<file path="config.mk">
export PLATFORM = sky130hd
export DESIGN_NAME = cmbs_div
export DESIGN_NICKNAME = d
export VERILOG_FILES = /design/src/hw/rtl/cmbs_pkg.sv /design/src/hw/rtl/cmbs_div.sv
export SDC_FILE = /design/constraint.sdc
export NUM_CORES = 1
export LEC_CHECK = 0
export ABC_AREA = 1
export BUFFER_PORTS_ARGS = -buffer_cell sky130_fd_sc_hd__buf_4
export CORE_UTILIZATION = 30
export CTS_BUF_LIST = sky130_fd_sc_hd__clkbuf_16
export DETAILED_ROUTE_END_ITERATION = 8
export GPL_ROUTABILITY_DRIVEN = 0
export HOLD_SLACK_MARGIN = 0.03
export PLACE_DENSITY = 0.52
export SLEW_MARGIN = 20
export SYNTH_ARGS = -nofsm -noshare
export SYNTH_HDL_FRONTEND = slang
export SYNTH_SLANG_ARGS = --single-unit
</file>
<file path="constraint.sdc">
create_clock -name clk_i -period 4.9 [get_ports clk_i]
set_input_delay 0 -clock clk_i [delete_from_list [all_inputs] [get_ports clk_i]]
set_output_delay 0 -clock clk_i [all_outputs]
set_load 0.05 [all_outputs]
</file>
<file path="src/hw/rtl/cmbs_pkg.sv">
package cmbs_pkg;

  // Default build of the block.
  localparam int CMBS_MAX_FACE_SIZE = 64;
  localparam int CMBS_CHANNEL_BITS  = 16;
  localparam int CMBS_BLEND_BITS    = 8;

  localparam int FACE_COUNT = 6;

  // Squared length threshold in units of 2^-28 (0.000001 rounded up).
  localparam int LENGTH_LIMIT = 269;
  // Largest component magnitude that can still give a short direction.
  localparam int SHORT_COMPONENT_MAX = 16;

  localparam int DIR_BITS  = 16;
  localparam int PORT_BITS = 16;
  localparam int CFG_BITS  = 7;

  localparam logic CMD_WRITE  = 1'b0;
  localparam logic CMD_SAMPLE = 1'b1;

  localparam logic [2:0] FACE_POS_X = 3'd0;
  localparam logic [2:0] FACE_NEG_X = 3'd1;
  localparam logic [2:0] FACE_POS_Y = 3'd2;
  localparam logic [2:0] FACE_NEG_Y = 3'd3;
  localparam logic [2:0] FACE_POS_Z = 3'd4;
  localparam logic [2:0] FACE_NEG_Z = 3'd5;

  typedef enum logic [3:0] {
    ST_IDLE,
    ST_SELECT,
    ST_NUMER,
    ST_DIVIDE,
    ST_COORD,
    ST_READ,
    ST_HBLEND,
    ST_VBLEND,
    ST_DONE
  } cmbs_state_e;

endpackage

</file>
<file path="src/hw/rtl/cmbs_div.sv">
module cmbs_div
  import cmbs_pkg::*;
#(
  parameter int NW = 32,
  parameter int DW = 18,
  parameter int QW = 15
) (
  input  logic          clk_i,
  input  logic          rst_ni,
  input  logic          start_i,
  input  logic [NW-1:0] dividend_i,
  input  logic [DW-1:0] divisor_i,
  output logic          idle_o,
  output logic [QW-1:0] quot_o
);

  localparam int CW = $clog2(QW + 1);

  logic          busy_q, busy_d;
  logic [CW-1:0] cnt_q, cnt_d;
  logic [DW-1:0] rem_q, rem_d;
  logic [QW-1:0] sh_q, sh_d;
  logic [DW-1:0] div_q;
  logic [DW:0]   trial;
  logic          ge;

  // Restoring division, one quotient bit per cycle. The upper dividend bits
  // start as the remainder, which is below the divisor as the quotient fits.
  always_comb begin
    trial = {rem_q, sh_q[QW-1]};
    ge    = trial >= {1'b0, div_q};
    rem_d = ge ? DW'(trial - {1'b0, div_q}) : DW'(trial);
    sh_d  = {sh_q[QW-2:0], ge};
    cnt_d = cnt_q - CW'(1);
    busy_d = (cnt_q != CW'(1));
  end

  always_ff @(posedge clk_i or negedge rst_ni) begin
    if (!rst_ni) begin
      busy_q <= 1'b0;
      cnt_q  <= '0;
    end else if (start_i) begin
      busy_q <= 1'b1;
      cnt_q  <= CW'(QW);
    end else if (busy_q) begin
      busy_q <= busy_d;
      cnt_q  <= cnt_d;
    end
  end

  always_ff @(posedge clk_i) begin
    if (start_i) begin
      rem_q <= DW'(dividend_i[NW-1:QW]);
      sh_q  <= dividend_i[QW-1:0];
      div_q <= divisor_i;
    end else if (busy_q) begin
      rem_q <= rem_d;
      sh_q  <= sh_d;
    end
  end

  assign idle_o = ~busy_q;
  assign quot_o = sh_q;

endmodule

</file>
==> Word-level counts from Yosys, hierarchy flattened <==
Cells that the tools add are included.
{ "totals": {"mem_count": 0, "latchBits": 0, "rom_bits": 0, "reg_bits": 56, "ramBits": 0} }
{ "classes": {"n_addsub": 2, "n_bitwise": 1, "shifts": 0, "mul": 0, "eq_ne": 1, "div": 0, "n_reduce_logical": 1, "n_lt_le_gt_ge": 1, "n_mux": 9} }
{ "ops": {"columns": ["cell", "n"], "rows": [
  ["2-to-1 mux 17 bit", 2],
  ["2-to-1 mux 15 bit", 2],
  ["greater-or-equal comparator 19 x 18 -> 1 bit", 1],
  ["2-to-1 mux 18 bit", 1],
  ["subtractor 18 bit", 1],
  ["2-to-1 mux 4 bit", 2],
  ["inequality test 4 x 1 -> 1 bit (second input constant)", 1],
  ["subtractor 4 x 1 -> 4 bit (second input constant)", 1],
  ["2-to-1 mux 1 bit", 2],
  ["nonzero test 2 bit", 1],
  ["inverter 1 bit", 1]
]} }

==> Logic depth before layout (Yosys ltp) <==
{ "logic_depth": {"word_depth": 4, "depth_mapped": 16} }

==> Worst setup path before layout <==
OpenSTA, ideal clock, no wires.
{ "synth_path": {"kind": "register to register", "from": "reg sh_q[14], in the netlist quot_o[14]", "to": "reg rem_q[16] (data pin)", "setup_slack_ns": 2.587, "path_buffers": 0, "synth_period_minus_slack_ns": 2.313, "setup_ns": 0.253, "path_stages_with_launch": 14, "t_arrival_ns": 2.060, "cell_sequence": "edfxtp_1 > inv_1 > ha_1 > fa_1 > nor2_1 > o21ai_0 > nand2_1 > nand2_1 > nand2_1 > nand2_1 > nand2_1 > nand2_1 > nand3_1 > nand2_1"} }
{ "synth_via": {"elab_chain_cells": 4, "word_cells_on_any_way": 5} }
{ "synth_rtl": {"columns": ["item", "line", "text"], "rows": [
  ["from (decl)", "cmbs_div.sv:22", "logic [QW-1:0] sh_q, sh_d;"],
  ["from (signal assigned)", "cmbs_div.sv:54", "sh_q <= dividend_i[QW-1:0];"],
  ["subtractor 18 bit / greater-or-equal comparator 19 x 18 -> 1 bit (equally long branches)", "cmbs_div.sv:32, cmbs_div.sv:31", null],
  ["2-to-1 mux 18 bit (*)", "cmbs_div.sv:32", "rem_d = ge ? DW'(trial - {1'b0, div_q}) : DW'(trial);"],
  ["2-to-1 mux 17 bit (*)", "cmbs_div.sv:56", "end else if (busy_q) begin"],
  ["2-to-1 mux 17 bit (*)", "cmbs_div.sv:52", "if (start_i) begin"],
  ["to (signal assigned)", "cmbs_div.sv:53", "rem_q <= DW'(dividend_i[NW-1:QW]);"],
  ["to (signal assigned)", "cmbs_div.sv:57", "rem_q <= rem_d;"],
  ["to (decl)", "cmbs_div.sv:21", "logic [DW-1:0] rem_q, rem_d;"]
]} }
Every way passes the cells marked *; elsewhere a longest branch is shown, timed or not. The select of a mux whose other input is x is not followed.
A chain may end at the register's enable or synchronous reset.

==> Final worst setup path <==
{ "layout_path": {"from": "reg rem_q[9]", "to": "reg rem_q[11] (data pin)"} }
{ "layout_via": {"elab_chain_cells": 4, "word_cells_on_any_way": 5} }
{ "layout_rtl": {"columns": ["item", "line"], "rows": [
  ["subtractor 18 bit / greater-or-equal comparator 19 x 18 -> 1 bit (equally long branches)", "cmbs_div.sv:32, cmbs_div.sv:31"],
  ["2-to-1 mux 18 bit (*)", "cmbs_div.sv:32"],
  ["2-to-1 mux 17 bit (*)", "cmbs_div.sv:56"],
  ["2-to-1 mux 17 bit (*)", "cmbs_div.sv:52"]
]} }
Marked as above.

==> out/metrics.yaml <==
firstDrtPassIters: 4
grt_first_pass_wirelength_um: 15100
required_ps: 5070
cp_slowest_stage_delay_ps: 400
finalHoldViolations: 0
die_x_um: 113
crit_path_start_kind: "register"
core_area_sq_um: 12000
start_util_pct: 30.7
ys_types: 34
mostFrequentLayoutCells: "nand2_1, buf_4, inv_1"
finalWirelength_um: 8850
power_density_nw_per_um2: 464
antenna_cells: 0
crit_path_end_kind: "register"
clk_latency_ps: 300
ys_ff_latch: 56
drtIter0Drc: 94
slew_violations: 0
cts_inserted_buffers: 5
grt_max_degree: 56
rsz0062_at_grt: "no"
seq_area_frac_synth_pct: 44.6
num_rows: 40
overflow: 0
htree_levels: 2
cpMaxStageDelayCell: "edfxtp_1"
nNetsFinal: 645
portBuffers: 68
grt_antenna_before_repair: 0
crit_chain: "ha_1, a21oi_1, nand2_1, a21oi_2, nand2_4, nand2_4, nand2_4, nand2_1, nand3_1, nand2_1"
dp_hpwl_um: 6280
cts_root_buf: "clkbuf_16"
area_delta_synth_final_pct: 34.5
worstPathArrival_ps: 2470
final_cells: 719
setup-violations-final: 0
drc: 0
dieArea_sq_um: 12800
finalCriticalPeriod_ps: 2300
via_per_inst: 4.57
path_max_fanout: 20
status: "finished, final reports clean"
grt_pass1_vias: 3281
mostFrequentLayoutCell: "nand2_1"
worst-path-buf-inv: 0
fmax_mhz: 434
routedWlPerCell_um: 12.3
nFillCells: 1252
cts_tree: "yes"
ios: 69
dp_cells: 661
clock_sinks: 56
synth.avg_cell_area_sq_um: 8.10
vdd_ir_drop_max_v: 0.000149
postCtsResizedCells: 0
yosys_warnings: 0
via_count: 3283
dieHeight_um: 113
syn_inst: 456
crit_family: "simple AND/OR/NAND/NOR gates"
p_leak_uw: 0.00244
fin_crit_sh_pct: 47.0
syn_area_sq_um: 3690
clk_path_buf_depth: 2
finalClockSkew_ps: 9.30
crit_start: "rem_q[9]"
cap_violations: 0
max_slew_margin_pct: 58.4
syn_nets: 530
r2r_start: "rem_q[9]"
path_clk_slew_ps: 80
worst_pin_slew_ps: 623
final_antenna_net_count: 0
grt_usage_pct: 14.8
hold_class: "in2async"
tns_ps: 0
drive_gt1_share_pct: 18.7
path_class: "reg2reg"
-- cell type report --
class	instances	area, sq um	area share, %
Multi-Input combinational cell	331	1750	35.2
Sequential cell	56	1650	33.2
Timing Repair Buffer	120	1030	20.7
Inverter	57	214	4.31
Clock buffer	5	125	2.52
Clock inverter	3	22.5	0.454
Tap cell	147	184	3.70
-- synthesized netlist by cell type --
library cell,instances,area [sq um]
a31oi_1,1,6.26
dfxtp_1,1,20.0
nand3b_2,7,78.8
nor3_2,1,10.0
ha_1,20,250
edfxtp_1,50,1500
o21ai_0,7,35.0
inv_2,2,7.51
a21oi_1,13,65.1
buf_2,2,10.0
xor2_1,2,17.5
inv_1,54,203
o21bai_1,1,7.51
dfrtp_1,5,125
nand2_2,7,43.8
a22oi_1,1,7.51
and3_1,1,6.26
clkinv_1,1,3.75
nor3_1,3,15.0
buf_8,1,15.0
fa_1,1,20.0
a21oi_2,3,26.3
nor2_1,27,101
nand2_1,177,664
nand3b_1,14,105
nand2_4,4,45.0
xnor2_1,6,52.6
nor3b_1,1,7.51
buf_4,1,7.51
clkbuf_1,5,18.8
nand3_1,30,150
nand3_2,2,20.0
buf_6,3,33.8
nor2_2,2,12.5
-- worst paths after layout --
kind	endpoint	slack (ps)	cells past startpoint
worst max-delay path	rem_q[11]	2600	10
worst min-delay path	cnt_q[2]	30	2
worst max register to register	rem_q[11]	2600	10
worst min register to register	rem_q[17]	480	2
max in group asynchronous	cnt_q[0]	4760	2
min in group clk_i	quot_o[0]	90	3
-- sequential cells by signal, summed over array words and instances (netlist names) --
name,count
busy_q,1
cnt_q,4
div_q,18
quot_o,15
rem_q,18
-- kinds of logic (layout without fill, tap and decap cells) --
family | after synthesis | in the layout | share of synthesized area, %
simple gates | 276 | 276 | 34.1
compound gates | 26 | 26 | 4.00
fa+ha+maj | 21 | 21 | 7.32
flops | 56 | 56 | 44.6
buf+inv | 69 | 185 | 8.10
xor+xnor | 8 | 8 | 1.90
-- report_power, final --
| part | switching (uW) | leakage, uW | internal, uW |
|---|---|---|---|
| clock | 184 | 0.0000742 | 192 |
| combinational | 747 | 0.00178 | 485 |
| sequential | 52.7 | 0.000579 | 644 |
| total | 983 | 0.00244 | 1320 |
-- metrics by stage --
stage / cell area, sq um / power, uW / setup WS, ps / util, % / hold slack (ps)
detailed placement: 4320 / 1910 / 2540 / 35.9 / -194
CTS: 4970 / 2330 / 2550 / 41.3 / 32.3
global placement: 4320 / 1900 / 2570 / 35.9 / -194
finish: 4970 / 2310 / 2600 / 41.3 / 31.0
global route: 4970 / 2520 / 2370 / 41.3 / 35.4
floorplan: 3690 / 1660 / 2590 / - / -296
-- per-layer routing --
metal / vias up / track usage, % / routed length, um
met5: - / 0 / 0
met4: 0 / 3.86 / 109
met3: 10 / 3.32 / 383
met2: 70 / 25.6 / 4060
met1: 1510 / 18.6 / 4300
li1: 1693 / - / -
-- worst register-to-register path: stages, from the launching register on --
cell	delay, ps
edfxtp_1	400
ha_1	370
a21oi_1	230
nand2_1	120
a21oi_2	210
nand2_4	80
nand2_4	260
nand2_4	230
nand2_1	130
nand3_1	70
nand2_1	90
-- timing repair --
action,CTS,global route
endpoints found under the setup margin,0,0
hold endpoints to repair,54,0
buffers inserted,0,0
hold buffers,50,0
Power figures use the tool's default switching activity.
